--- config.mk ---
export PLATFORM = sky130hd
export DESIGN_NAME = go_back_n_sender_window_core_flat
export DESIGN_NICKNAME = d
export VERILOG_FILES = /design/src/rtl/gbn_sw_pkg.sv /design/src/rtl/gbn_sw_if.sv /design/src/rtl/go_back_n_sender_window_core.sv /design/src/flat_wrapper.sv
export SDC_FILE = /design/constraint.sdc
export NUM_CORES = 2
export LEC_CHECK = 0
export CAP_MARGIN = 20
export CORE_MARGIN = 4
export CORE_UTILIZATION = 65
export CTS_CLUSTER_SIZE = 30
export DETAILED_ROUTE_END_ITERATION = 8
export DONT_BUFFER_PORTS = 1
export HOLD_SLACK_MARGIN = 0.1
export PLACE_DENSITY = 0.78
export RECOVER_POWER = 25
export SYNTH_ARGS = -nofsm -noshare
export SYNTH_HDL_FRONTEND = slang
export SYNTH_SLANG_ARGS = --single-unit
--- constraint.sdc ---
create_clock -name clk -period 20.1 [get_ports clk]
set_clock_uncertainty 0.2 [all_clocks]
set_input_delay 4.02 -clock clk [delete_from_list [all_inputs] [get_ports clk]]
set_output_delay 4.02 -clock clk [all_outputs]
set_load 0.01 [all_outputs]
--- src/rtl/gbn_sw_pkg.sv ---
`timescale 1ns / 1ps
// ----------------------------------------------------------------------------
// gbn_sw_pkg
// Shared widths, codes and window helpers for the Go-Back-N sender window.
// ----------------------------------------------------------------------------
package gbn_sw_pkg;

    localparam int SEQ_W  = 16;
    localparam int TICK_W = 32;
    localparam int OFF_W  = 32;
    localparam int LEN_W  = 16;
    localparam int WIN_W  = 7;
    localparam int ACK_W  = 32;
    localparam int KIND_W = 2;
    localparam int CFG_AW = 3;
    localparam int CFG_DW = 16;

    typedef logic [SEQ_W-1:0] seq_t;

    typedef enum logic [KIND_W-1:0] {
        KIND_TICK    = 2'd0,
        KIND_SERVICE = 2'd1,
        KIND_ACK     = 2'd2
    } kind_t;

    typedef enum logic [CFG_AW-1:0] {
        REG_WINDOW_SIZE   = 3'd0,
        REG_TOTAL_PACKETS = 3'd1,
        REG_SEGMENT_SIZE  = 3'd2,
        REG_LAST_LENGTH   = 3'd3,
        REG_TIMEOUT_TICKS = 3'd4
    } cfg_reg_t;

    // last sequence number; zero packets acts as one
    function automatic seq_t calc_last(input logic [CFG_DW-1:0] total);
        return (total == '0) ? '0 : seq_t'(total - 1'b1);
    endfunction

    // window top, clamped to the last packet
    function automatic seq_t calc_top(input seq_t base, input logic [WIN_W-1:0] eff,
                                      input seq_t lastp);
        logic [SEQ_W:0] sum;
        sum = {1'b0, base} + (SEQ_W+1)'(eff) - 1'b1;
        if (sum > {1'b0, lastp})
        begin
            return lastp;
        end
        return sum[SEQ_W-1:0];
    endfunction

endpackage

--- src/rtl/gbn_sw_if.sv ---
`timescale 1ns / 1ps
// ----------------------------------------------------------------------------
// gbn_sw_if
// Valid/ready channels for the sender window: event beats in, result beats out.
// ----------------------------------------------------------------------------
interface gbn_sw_item_if;
    import gbn_sw_pkg::*;

    logic              valid;
    logic              ready;
    logic [KIND_W-1:0] kind;
    logic [ACK_W-1:0]  ack_seq;

    modport source (output valid, kind, ack_seq, input ready);
    modport sink   (input valid, kind, ack_seq, output ready);
endinterface

interface gbn_sw_result_if;
    import gbn_sw_pkg::*;

    logic             valid;
    logic             ready;
    logic             send_valid;
    logic [SEQ_W-1:0] send_seq;
    logic [OFF_W-1:0] send_offset;
    logic [LEN_W-1:0] send_length;
    logic             timed_out;
    logic [SEQ_W-1:0] rewind_seq;
    logic             end_marker;
    logic             transfer_done;

    modport source (output valid, send_valid, send_seq, send_offset, send_length,
                    timed_out, rewind_seq, end_marker, transfer_done, input ready);
    modport sink   (input valid, send_valid, send_seq, send_offset, send_length,
                    timed_out, rewind_seq, end_marker, transfer_done, output ready);
endinterface

--- src/rtl/go_back_n_sender_window_core.sv ---
`timescale 1ns / 1ps
// ----------------------------------------------------------------------------
// go_back_n_sender_window_core
// Go-Back-N sender window: issues packets, tracks acks, detects timeouts.
// ----------------------------------------------------------------------------
// Takes one event beat per cycle while the result side is ready and returns one
// result beat for each, via the input stage and result registers. The window
// state update reads the base packet's send stamp from a MAX_WINDOW x 32
// store, prefetched into a read register at the next base slot. The stamp
// store has one valid bit per entry, cleared at reset, so no clearing pass is
// needed. The user must make configuration writes only while no beat is in
// flight; the block does not enforce it. An event may follow from the next cycle on.
// ----------------------------------------------------------------------------
module go_back_n_sender_window_core #(
    parameter int MAX_WINDOW = 64
) (
    input  logic                          clk,
    input  logic                          rst_n,
    input  logic                          cfg_we,
    input  logic [gbn_sw_pkg::CFG_AW-1:0] cfg_addr,
    input  logic [gbn_sw_pkg::CFG_DW-1:0] cfg_wdata,
    gbn_sw_item_if.sink                   item,
    gbn_sw_result_if.source               result
);
    import gbn_sw_pkg::*;

    localparam int IDX_W    = (MAX_WINDOW > 1) ? $clog2(MAX_WINDOW) : 1;
    localparam int WIN_CAP  = (MAX_WINDOW < 127) ? MAX_WINDOW : 127;
    localparam int RED_W    = SEQ_W + 1;
    localparam int RECIP_SH = RED_W;
    localparam int RECIP_W  = RED_W + 1;
    localparam int PROD_W   = RED_W + RECIP_W;
    localparam int RECIP    = (1 << RECIP_SH) / MAX_WINDOW;

    localparam logic [RECIP_W-1:0] RECIP_K  = RECIP_W'(RECIP);
    localparam logic [RED_W-1:0]   WIN_MOD  = RED_W'(MAX_WINDOW);
    localparam logic [IDX_W-1:0]   IDX_LAST = IDX_W'(MAX_WINDOW - 1);

    // x mod MAX_WINDOW from a quotient estimate that is low by at most one
    function automatic logic [IDX_W-1:0] mod_fix(input logic [RED_W-1:0] x,
                                                 input logic [RED_W-1:0] q);
        logic [2*RED_W-1:0] qw;
        logic [RED_W-1:0]   r;
        qw = q * WIN_MOD;
        r  = x - qw[RED_W-1:0];
        if (r >= WIN_MOD)
        begin
            r = r - WIN_MOD;
        end
        return r[IDX_W-1:0];
    endfunction

    function automatic logic [WIN_W-1:0] eff_of(input logic [WIN_W-1:0] w);
        if (w == '0)
        begin
            return WIN_W'(1);
        end
        if (int'(w) > WIN_CAP)
        begin
            return WIN_W'(WIN_CAP);
        end
        return w;
    endfunction

    // configuration
    logic [WIN_W-1:0]  ws_reg, ws_next;
    logic [CFG_DW-1:0] tp_reg, tp_next;
    logic [LEN_W-1:0]  seg_reg, seg_next;
    logic [LEN_W-1:0]  last_len_reg, last_len_next;
    logic [CFG_DW-1:0] tmo_reg, tmo_next;

    // window state
    seq_t              next_seq_reg, next_seq_next;
    seq_t              base_reg, base_next;
    seq_t              top_reg, top_next;
    logic              done_reg, done_next;
    logic [TICK_W-1:0] tick_reg, tick_next;
    logic [IDX_W-1:0]  next_idx_reg, next_idx_next;
    logic [IDX_W-1:0]  base_idx_reg, base_idx_next;
    logic [RED_W-1:0]  lq_reg;

    // input stage
    logic              in_valid_reg;
    logic [KIND_W-1:0] kind_reg;
    logic [ACK_W-1:0]  ack_reg;
    logic [RED_W-1:0]  ackq_reg;

    // stamp store
    logic [TICK_W-1:0]     mem [MAX_WINDOW];
    logic [MAX_WINDOW-1:0] vld_reg;
    logic [TICK_W-1:0]     rd_data_reg;
    logic                  rd_valid_reg;
    logic                  wr_en;
    logic [IDX_W-1:0]      wr_idx;
    logic [TICK_W-1:0]     wr_data;

    // result register
    logic             out_valid_reg;
    logic             res_sv_reg, res_sv_next;
    seq_t             res_seq_reg, res_seq_next;
    logic [OFF_W-1:0] res_off_reg, res_off_next;
    logic [LEN_W-1:0] res_len_reg, res_len_next;
    logic             res_tout_reg, res_tout_next;
    seq_t             res_rseq_reg, res_rseq_next;
    logic             res_end_reg, res_end_next;
    logic             res_done_reg, res_done_next;

    logic              proc_fire;
    logic              item_fire;
    seq_t              lastp;
    logic [IDX_W-1:0]  lastp_idx;
    logic [WIN_W-1:0]  eff;
    logic [RED_W-1:0]  item_x;
    logic [PROD_W-1:0] item_prod;
    logic [RED_W-1:0]  ack_x;
    logic [IDX_W-1:0]  ack_idx;
    logic [PROD_W-1:0] lq_prod;
    logic [OFF_W-1:0]  off_prod;
    logic [TICK_W-1:0] stamp_pref;
    logic [TICK_W-1:0] stamp;
    logic [TICK_W-1:0] age;
    logic              issue;
    seq_t              ack_b;

    assign proc_fire   = in_valid_reg && (!out_valid_reg || result.ready);
    assign item.ready  = !in_valid_reg || proc_fire;
    assign item_fire   = item.valid && item.ready;

    assign lastp       = calc_last(tp_reg);
    assign eff         = eff_of(ws_reg);
    assign lq_prod     = PROD_W'({1'b0, lastp}) * PROD_W'(RECIP_K);
    assign lastp_idx   = mod_fix({1'b0, lastp}, lq_reg);

    assign item_x      = RED_W'(item.ack_seq[SEQ_W-1:0]) + 1'b1;
    assign item_prod   = PROD_W'(item_x) * PROD_W'(RECIP_K);
    assign ack_x       = RED_W'(ack_reg[SEQ_W-1:0]) + 1'b1;
    assign ack_idx     = mod_fix(ack_x, ackq_reg);
    assign ack_b       = ack_reg[SEQ_W-1:0] + 1'b1;

    assign off_prod    = OFF_W'(next_seq_reg) * OFF_W'(seg_reg);
    assign stamp_pref  = rd_valid_reg ? rd_data_reg : '0;

    always_comb
    begin
        ws_next       = ws_reg;
        tp_next       = tp_reg;
        seg_next      = seg_reg;
        last_len_next = last_len_reg;
        tmo_next      = tmo_reg;
        next_seq_next = next_seq_reg;
        base_next     = base_reg;
        top_next      = top_reg;
        done_next     = done_reg;
        tick_next     = tick_reg;
        next_idx_next = next_idx_reg;
        base_idx_next = base_idx_reg;
        wr_en         = 1'b0;
        wr_idx        = next_idx_reg;
        wr_data       = tick_reg;
        res_sv_next   = 1'b0;
        res_seq_next  = '0;
        res_off_next  = '0;
        res_len_next  = '0;
        res_tout_next = 1'b0;
        res_rseq_next = '0;
        res_end_next  = 1'b0;
        issue         = 1'b0;
        stamp         = stamp_pref;
        age           = '0;

        if (cfg_we)
        begin
            unique case (cfg_reg_t'(cfg_addr))
                REG_WINDOW_SIZE:
                begin
                    ws_next  = cfg_wdata[WIN_W-1:0];
                    top_next = calc_top(base_reg, eff_of(cfg_wdata[WIN_W-1:0]), lastp);
                end
                REG_TOTAL_PACKETS:
                begin
                    tp_next  = cfg_wdata;
                    top_next = calc_top(base_reg, eff, calc_last(cfg_wdata));
                end
                REG_SEGMENT_SIZE:  seg_next      = cfg_wdata;
                REG_LAST_LENGTH:   last_len_next = cfg_wdata;
                REG_TIMEOUT_TICKS: tmo_next      = cfg_wdata;
                default: ;
            endcase
        end

        if (proc_fire)
        begin
            unique case (kind_t'(kind_reg))
                KIND_TICK:
                begin
                    tick_next = tick_reg + 1'b1;
                end
                KIND_SERVICE, KIND_ACK:
                begin
                    if (!done_reg)
                    begin
                        issue = (next_seq_reg <= top_reg) && (next_seq_reg <= lastp);
                        if (issue)
                        begin
                            res_sv_next   = 1'b1;
                            res_seq_next  = next_seq_reg;
                            res_off_next  = off_prod;
                            res_len_next  = (next_seq_reg == lastp) ? last_len_reg : seg_reg;
                            wr_en         = 1'b1;
                            next_seq_next = next_seq_reg + 1'b1;
                            next_idx_next = (next_idx_reg == IDX_LAST) ? '0
                                                                       : next_idx_reg + 1'b1;
                        end
                        if ((kind_t'(kind_reg) == KIND_ACK) && (ack_reg >= ACK_W'(base_reg)))
                        begin
                            if (ack_reg >= ACK_W'(lastp))
                            begin
                                base_next     = lastp;
                                base_idx_next = lastp_idx;
                                top_next      = lastp;
                                done_next     = 1'b1;
                                res_end_next  = 1'b1;
                            end
                            else
                            begin
                                base_next     = ack_b;
                                base_idx_next = ack_idx;
                                top_next      = calc_top(ack_b, eff, lastp);
                            end
                        end
                        else
                        begin
                            // same-step issue into the base slot overrides the prefetch
                            if (issue && (next_idx_reg == base_idx_reg))
                            begin
                                stamp = tick_reg;
                            end
                            age = tick_reg - stamp;
                            if (age > TICK_W'(tmo_reg))
                            begin
                                res_tout_next = 1'b1;
                                res_rseq_next = base_reg;
                                next_seq_next = base_reg;
                                next_idx_next = base_idx_reg;
                            end
                        end
                    end
                end
                default: ;
            endcase
        end

        res_done_next = done_next;
    end

    always_ff @(posedge clk or negedge rst_n)
    begin
        if (!rst_n)
        begin
            ws_reg        <= WIN_W'(4);
            tp_reg        <= CFG_DW'(1);
            seg_reg       <= LEN_W'(1024);
            last_len_reg  <= LEN_W'(1024);
            tmo_reg       <= CFG_DW'(1);
            next_seq_reg  <= '0;
            base_reg      <= '0;
            top_reg       <= seq_t'(4 - 1);
            done_reg      <= 1'b0;
            tick_reg      <= '0;
            next_idx_reg  <= '0;
            base_idx_reg  <= '0;
            lq_reg        <= '0;
            in_valid_reg  <= 1'b0;
            out_valid_reg <= 1'b0;
            vld_reg       <= '0;
            rd_valid_reg  <= 1'b0;
        end
        else
        begin
            ws_reg       <= ws_next;
            tp_reg       <= tp_next;
            seg_reg      <= seg_next;
            last_len_reg <= last_len_next;
            tmo_reg      <= tmo_next;
            next_seq_reg <= next_seq_next;
            base_reg     <= base_next;
            top_reg      <= top_next;
            done_reg     <= done_next;
            tick_reg     <= tick_next;
            next_idx_reg <= next_idx_next;
            base_idx_reg <= base_idx_next;
            lq_reg       <= lq_prod[RECIP_SH +: RED_W];
            rd_valid_reg <= (wr_en && (wr_idx == base_idx_next)) || vld_reg[base_idx_next];
            if (wr_en)
            begin
                vld_reg[wr_idx] <= 1'b1;
            end
            if (item_fire)
            begin
                in_valid_reg <= 1'b1;
            end
            else if (proc_fire)
            begin
                in_valid_reg <= 1'b0;
            end
            if (proc_fire)
            begin
                out_valid_reg <= 1'b1;
            end
            else if (result.ready)
            begin
                out_valid_reg <= 1'b0;
            end
        end
    end

    // payload registers
    always_ff @(posedge clk)
    begin
        if (item_fire)
        begin
            kind_reg <= item.kind;
            ack_reg  <= item.ack_seq;
            ackq_reg <= item_prod[RECIP_SH +: RED_W];
        end
        if (proc_fire)
        begin
            res_sv_reg   <= res_sv_next;
            res_seq_reg  <= res_seq_next;
            res_off_reg  <= res_off_next;
            res_len_reg  <= res_len_next;
            res_tout_reg <= res_tout_next;
            res_rseq_reg <= res_rseq_next;
            res_end_reg  <= res_end_next;
            res_done_reg <= res_done_next;
        end
    end

    // stamp store, read ahead into a register at the next base slot
    always_ff @(posedge clk)
    begin
        if (wr_en)
        begin
            mem[wr_idx] <= wr_data;
        end
    end

    always_ff @(posedge clk)
    begin
        if (wr_en && (wr_idx == base_idx_next))
        begin
            rd_data_reg <= wr_data;
        end
        else
        begin
            rd_data_reg <= mem[base_idx_next];
        end
    end

    assign result.valid         = out_valid_reg;
    assign result.send_valid    = res_sv_reg;
    assign result.send_seq      = res_seq_reg;
    assign result.send_offset   = res_off_reg;
    assign result.send_length   = res_len_reg;
    assign result.timed_out     = res_tout_reg;
    assign result.rewind_seq    = res_rseq_reg;
    assign result.end_marker    = res_end_reg;
    assign result.transfer_done = res_done_reg;

    a_done_sticky: assert property (@(posedge clk) disable iff (!rst_n)
        done_reg |=> done_reg)
        else $error("transfer done flag dropped");

    a_idx_range: assert property (@(posedge clk) disable iff (!rst_n)
        (next_idx_reg <= IDX_LAST) && (base_idx_reg <= IDX_LAST))
        else $error("stamp slot index out of range");

    a_stall: assert property (@(posedge clk) disable iff (!rst_n)
        (in_valid_reg && out_valid_reg && !result.ready) |-> !item.ready)
        else $error("beat accepted while pipeline is stalled");

    a_end_done: assert property (@(posedge clk) disable iff (!rst_n)
        (proc_fire && res_end_next) |=> done_reg && result.transfer_done)
        else $error("end marker without transfer done");

endmodule

--- src/flat_wrapper.sv ---
// flat-port wrapper written by rule: the top's interface ports become plain ports
module go_back_n_sender_window_core_flat import gbn_sw_pkg::*;
#(
    parameter int MAX_WINDOW = 64
)
  (clk, rst_n, cfg_we, cfg_addr, cfg_wdata, item_valid, item_kind, item_ack_seq, item_ready, result_valid, result_send_valid, result_send_seq, result_send_offset, result_send_length, result_timed_out, result_rewind_seq, result_end_marker, result_transfer_done, result_ready);
  gbn_sw_item_if item_i ();
  gbn_sw_result_if result_i ();
  input  logic clk;
  input  logic rst_n;
  input  logic cfg_we;
  input  logic [gbn_sw_pkg::CFG_AW-1:0] cfg_addr;
  input  logic [gbn_sw_pkg::CFG_DW-1:0] cfg_wdata;
  input wire logic [$bits(item_i.valid)-1:0] item_valid;
  input wire logic [$bits(item_i.kind)-1:0] item_kind;
  input wire logic [$bits(item_i.ack_seq)-1:0] item_ack_seq;
  output wire logic [$bits(item_i.ready)-1:0] item_ready;
  output wire logic [$bits(result_i.valid)-1:0] result_valid;
  output wire logic [$bits(result_i.send_valid)-1:0] result_send_valid;
  output wire logic [$bits(result_i.send_seq)-1:0] result_send_seq;
  output wire logic [$bits(result_i.send_offset)-1:0] result_send_offset;
  output wire logic [$bits(result_i.send_length)-1:0] result_send_length;
  output wire logic [$bits(result_i.timed_out)-1:0] result_timed_out;
  output wire logic [$bits(result_i.rewind_seq)-1:0] result_rewind_seq;
  output wire logic [$bits(result_i.end_marker)-1:0] result_end_marker;
  output wire logic [$bits(result_i.transfer_done)-1:0] result_transfer_done;
  input wire logic [$bits(result_i.ready)-1:0] result_ready;
  assign item_i.valid = item_valid;
  assign item_i.kind = item_kind;
  assign item_i.ack_seq = item_ack_seq;
  assign item_ready = item_i.ready;
  assign result_valid = result_i.valid;
  assign result_send_valid = result_i.send_valid;
  assign result_send_seq = result_i.send_seq;
  assign result_send_offset = result_i.send_offset;
  assign result_send_length = result_i.send_length;
  assign result_timed_out = result_i.timed_out;
  assign result_rewind_seq = result_i.rewind_seq;
  assign result_end_marker = result_i.end_marker;
  assign result_transfer_done = result_i.transfer_done;
  assign result_i.ready = result_ready;
  go_back_n_sender_window_core #(.MAX_WINDOW(MAX_WINDOW)) u_core (.clk(clk), .rst_n(rst_n), .cfg_we(cfg_we), .cfg_addr(cfg_addr), .cfg_wdata(cfg_wdata), .item(item_i), .result(result_i));
endmodule
* Yosys cells after proc, flatten, opt, wreduce, memory -nomap -nowiden
Memory sizes are Yosys's and may differ from the RTL's. A register that Yosys moved wholly into a read port is not among the register bits.
Cells that the tools add are included.
** Storage, ports and cells
- Output and inout port bits :: 86
- RAM bits :: 2048
- Flip-flop bits (word level) :: 370
- Memories kept :: 1
- Bits of input ports :: 58
- Logic and storage cells :: 201
** Cells by class
- Bitwise gates (word level) :: 5
- $add $sub $neg :: 19
- Reduce and logical (&&, ||, !) cells :: 33
- Magnitude comparators :: 15
- Equality and inequality tests :: 10
- Multiply operators :: 1
- Multiplexer cells :: 89
** Memory list
- u_core.mem :: depth 64, bits a word 32, rd ports 1, clocked after memory_dff 1, write ports 1, line go_back_n_sender_window_core.sv:89 : logic [TICK_W-1:0] mem [MAX_WINDOW];
** Operators by type and width (count)
- two-way mux 16 bit :: 19
- two-way mux 32 bit :: 6
- two-way mux 7 bit :: 10
- two-way mux 6 bit :: 11
- >= comparator 32 x 16 -> 1 bit :: 2
- OR 64 bit :: 1
- adder 16 x 7 -> 17 bit :: 3
- > comparator 17 x 16 -> 1 bit :: 3
- subtractor 17 x 1 -> 17 bit (second input constant) :: 3
- two-way mux 1 bit :: 40
- adder 16 x 1 -> 17 bit (second input constant) :: 2
- >= comparator 17 x 7 -> 1 bit (second input constant) :: 2
- adder 16 x 1 -> 16 bit (second input constant) :: 2
- adder 32 x 1 -> 32 bit (second input constant) :: 1
- > comparator 32 x 16 -> 1 bit :: 1
- less-or-equal comparator 16 bit :: 2
- zero test 16 bit :: 2
- multiplier 16 x 16 -> 32 bit :: 1
- one-hot mux 16 bit (2 select lines) :: 1
- subtractor 16 x 1 -> 16 bit (second input constant) :: 2
- subtractor 32 bit :: 1
- subtractor 16 x 16 -> 17 bit :: 1
- subtractor 17 bit :: 1
- == test 16 bit :: 1
- 28 further kinds :: 54

* Depth between registers and ports, before layout
- Depth after elaboration :: 24
- Depth in mapped cells :: 42
- Mapped depth without buffers :: 37

* Worst setup path before layout
Ideal clock, no wire load.
- Kind :: input -> register
- Start point :: input port result_ready
- End point :: memory u_core.mem[60][0] (enable)
- Data required time :: 19385 ps
- Setup slack :: 7211 ps
- Cell stages on the path :: 6
- Data arrival time :: 12173 ps
- Setup time :: 515 ps
- Cell sequence :: nor2b_1 -> nor2_1 -> nand2_1 -> or3_1 -> clkbuf_1 -> nor4b_1
** On the way
- Cells in the longest elaborated chain, start to end :: 5
** Ends and longest elaborated chain
- start: declaration :: line flat_wrapper.sv:27 : input wire logic [$bits(result_i.ready)-1:0] result_ready;
- logical OR 1 bit :: line go_back_n_sender_window_core.sv:125 : assign proc_fire = in_valid_reg && (!out_valid_reg || result.ready);
- logical AND 1 bit :: line go_back_n_sender_window_core.sv:125
- net u_core.proc_fire :: line go_back_n_sender_window_core.sv:108 : logic proc_fire;
- two-way mux 1 bit :: line go_back_n_sender_window_core.sv:191 : if (proc_fire)
- two-way mux 1 bit :: line go_back_n_sender_window_core.sv:342 : if (wr_en)
- two-way mux 1 bit (not written as such) :: line go_back_n_sender_window_core.sv:344 : mem[wr_idx] <= wr_data;
- end: declaration :: line go_back_n_sender_window_core.sv:89
The timed path passes the listed nets, and every way through them passes these cells.

==> results by group <==
Final layout
  – Layout cells sized above 1: 21.3%
  – Final nets: 7,096
  – Fill count: 9,527
  – Area Growth Syn to Fin: 9.71%
  – Max reg flops: 2,048

Synth
  – Number of flops mapped to enable cells by yosys: 2,166
  – Multiplexer area fraction after synthesis: 15.0%
  – Yosys warning count: 0
  – Cells after synthesis: 6,431
  – Seq/Total Area, Yosys: 64.5%
  – Synth Area in Adders: 7.45%
  – Most used DFF post-synth: edfxtp_1
  – Net count after synthesis: 7,025
  – Async set-reset flop share out of synthesis: 9.61%
  – Yosys cell types: 99
  – Main combinational cell family by area after synthesis: multiplexers
  – Post-Synth Simple-Gate Area: 5.24%
  – Synth Area in XOR/XNOR: 1.29%
  – Synth Area in Compound Gates: 3.87%
  – Number of synthesized register bits: 2,403
  – Synthesized cell area: 0.110 mm²
  – Syn Area/Cell: 17.1 µm²

Floorplanning
  – Die H: 419 µm
  – DIE WIDTH: 419 µm
  – Initial Util: 65.6%
  – Floorplan row count: 150
  – CORE AREA: 0.168 mm²
  – Die area: 0.176 mm²
  – Io pins: 144

Worst setup path
  – Endpoint class of the critical path: flop
  – Critical Path Max Stage Delay: 720 ps
  – Slowest cell on the critical path: dfxtp_4
  – Cell mode on critical path: buf_4
  – Worst reg2reg path endpoint: u_core.next_seq_reg[9]$_DFFE_PN0P_
  – Reg2reg setup slack: 9180 ps
  – CP Launch Type: flop
  – CP arrival: 11,460 ps
  – Critical path type: reg -> reg
  – CP max FO: 104
  – CP required: 20,640 ps
  – Reg2reg path depth: 30

Drt
  – DRC viols: 0
  – Drt first pass iters: 8
  – Routed via count: 65,141
  – Via-to-Cell Ratio: 7.30
  – Final WL: 340,000 µm
  – Initial DRC count: 9,885
  – DR WL/cell: 38.2 µm
  – Post-DRT Antenna Nets: 0

Timing
  – RSZ-0062 raised after global routing: no
  – WHS: 267 ps
  – PnR worst setup slack: 9180 ps
  – Max Slew Vio Count: 1,873
  – Hold violation total from the final report: 0
  – Min Tclk post-route: 10,920 ps
  – Max Fclk: 0.0915 GHz
  – Fin Setup TNS: 0 ps
  – Worst rel slew slack: -190%
  – Worst-Margin Slew: 4350 ps
  – Tcrit/Tclk final: 54.3%
  – Setup violations, final: 0

Clock network
  – # resized after CTS: 0
  – Clock buffer count from CTS: 226
  – Post-CTS Hold Buffers: 0
  – CTS Root Cell: clkbuf_16
  – CTS sink cnt: 2,403
  – CTS tree: done
  – CTS H-Tree Depth: 4
  – CTS clk-pin slew, worst paths: 70 ps
  – Clk Latency, worst-skew pair: 880 ps
  – # Post-CTS Setup Buffers: 0
  – Clock Path Buffers: 3

Hold path
  – Min-delay worst type: reg -> reg
  – Hold path startpoint: u_core.vld_reg[13]$_DFFE_PN0P_
  – Worst min-delay path endpoint: u_core.vld_reg[13]$_DFFE_PN0P_
  – Worst hold path cell count: 1

Placement
  – Dpl ws: 9500 ps
  – DPL Wire Length: 181,000 µm
  – GP Congestion: 0.928
  – I/O Buffers: 0

Global route
  – First-pass GRT wire length: 486,000 µm
  – Grt total ovfl: 0
  – Largest net degree at the start of global routing: 232
  – Total GRT Usage: 39.5%
  – Antenna violations before repair: 25
  – Vias in the first global route: 65,556

Outcome
  – Status: finished, violations left
  – Failing checks: capacitance limit, slew limit

Job
  – # Max-Cap Violations: 27
-- critical path: cells and delay by family, from the launching register on --
family	cells	cell delay [ps]
AOI/OAI and AO/OA	12	2160
xor gates and xnor gates	1	200
adders and majority gates	2	710
buffers and inverters	5	3060
DFF	1	720
muxes	4	2080
and+or+nand+nor	6	1300
-- synthesized netlist by cell type, drive strengths merged (7+ instances only) --
library cell / number / area [µm²]
o21a: 22 / 165
dfrtp: 224 / 5610
a221oi: 9 / 78.8
a2bb2oi: 13 / 114
mux2i: 58 / 601
clkbuf: 223 / 837
a211oi: 34 / 260
ha: 338 / 4230
mux4: 675 / 15200
inv: 401 / 1510
nand2b: 26 / 163
xnor2: 110 / 963
and3: 62 / 388
o21ai: 122 / 622
o211ai: 22 / 165
a31oi: 9 / 56.3
nor3: 78 / 417
a21oi: 168 / 845
a22oi: 52 / 395
o31ai: 9 / 72.6
a21boi: 15 / 113
o311ai: 19 / 166
or4: 10 / 78.8
xor2: 52 / 455
or3: 22 / 138
and2: 113 / 707
nand4: 42 / 263
nor4: 33 / 219
dfstp: 7 / 184
o41ai: 7 / 68.8
or2: 76 / 475
o21bai: 22 / 165
fa: 198 / 3960
buf: 97 / 536
edfxtp: 2166 / 65000
nor2b: 21 / 131
nor2: 198 / 743
nand2: 402 / 1510
nand3: 68 / 340
mux2: 59 / 664
a21o: 61 / 458
-- area by class of cell --
cell class	instances	area, µm²	share of cell area, %
repair buffers	163	1200	0.995
flip-flops and latches	2403	71000	58.9
well taps	2204	2760	2.29
clock inverters	152	1560	1.30
diodes	13	32.5	0.0270
clock buffers	275	5940	4.93
multi-input cells	3303	36600	30.3
inverters	405	1520	1.26
-- routing by layer --
layer | GRT usage (%) | vias up | routed length (µm)
li1 | - | 25116 | -
met1 | 49.5 | 33365 | 111000
met2 | 61.8 | 5329 | 161000
met3 | 10.6 | 1311 | 40400
met4 | 25.5 | 20 | 27600
met5 | 0 | - | 179
-- logic make-up after synthesis --
logic type	after synthesis
compound gates	639
fa+ha+maj	536
buf+inv	725
xor+xnor	162
mux	792
simple gates	1174
flops	2403
-- cells in the final DEF (no fill, tap or decap), types with 55 or more instances in the layout --
cell       Yosys  final
clkbuf_1     223     69
inv_1        398    398
xnor2_1      110    110
dfrtp_1      224    194
and3_1        62     62
clkbuf_16      0    229
mux4_2       675    675
and2_1       112    107
or2_2         76     76
a21oi_1      167    167
nand3_1       68     68
nor2_1       198    145
mux2i_1       55     55
edfxtp_1    2166   2166
nor3_1        74     72
o21ai_0      116    116
nand2_1      402    401
a21o_1        61     61
mux2_2        59     59
buf_4          3    129
ha_1         338    338
fa_1         198    198
-- worst max-delay path by stage --
stage,startpoint,end
finish,flop,u_core.next_seq_reg[9]$_DFFE_PN0P_
global route,flop,u_core.next_seq_reg[3]$_DFFE_PN0P_
CTS,u_core.tp_reg[8]$_DFFE_PN0P_,u_core.next_seq_reg[9]$_DFFE_PN0P_
detailed placement,u_core.tp_reg[4]$_DFFE_PN0P_,u_core.next_seq_reg[5]$_DFFE_PN0P_
global placement,flop,u_core.next_seq_reg[5]$_DFFE_PN0P_
floorplan,result_ready,u_core.mem[60][0]$_DFFE_PP_
-- per-stage QoR --
stage | util (%) | cells | instance area, µm²
after floorplan | - | 6431 | 110000
after global routing | 71.9 | 8906 | 121000
after CTS | 72.0 | 8903 | 121000
after global placement | 67.5 | 8476 | 113000
after detailed placement | 67.5 | 8476 | 113000
final | 72.0 | 8918 | 121000
Power is left out: the tool's default activity adds up to more than one toggle a clock period on the data nets, which glitch-free logic cannot reach.
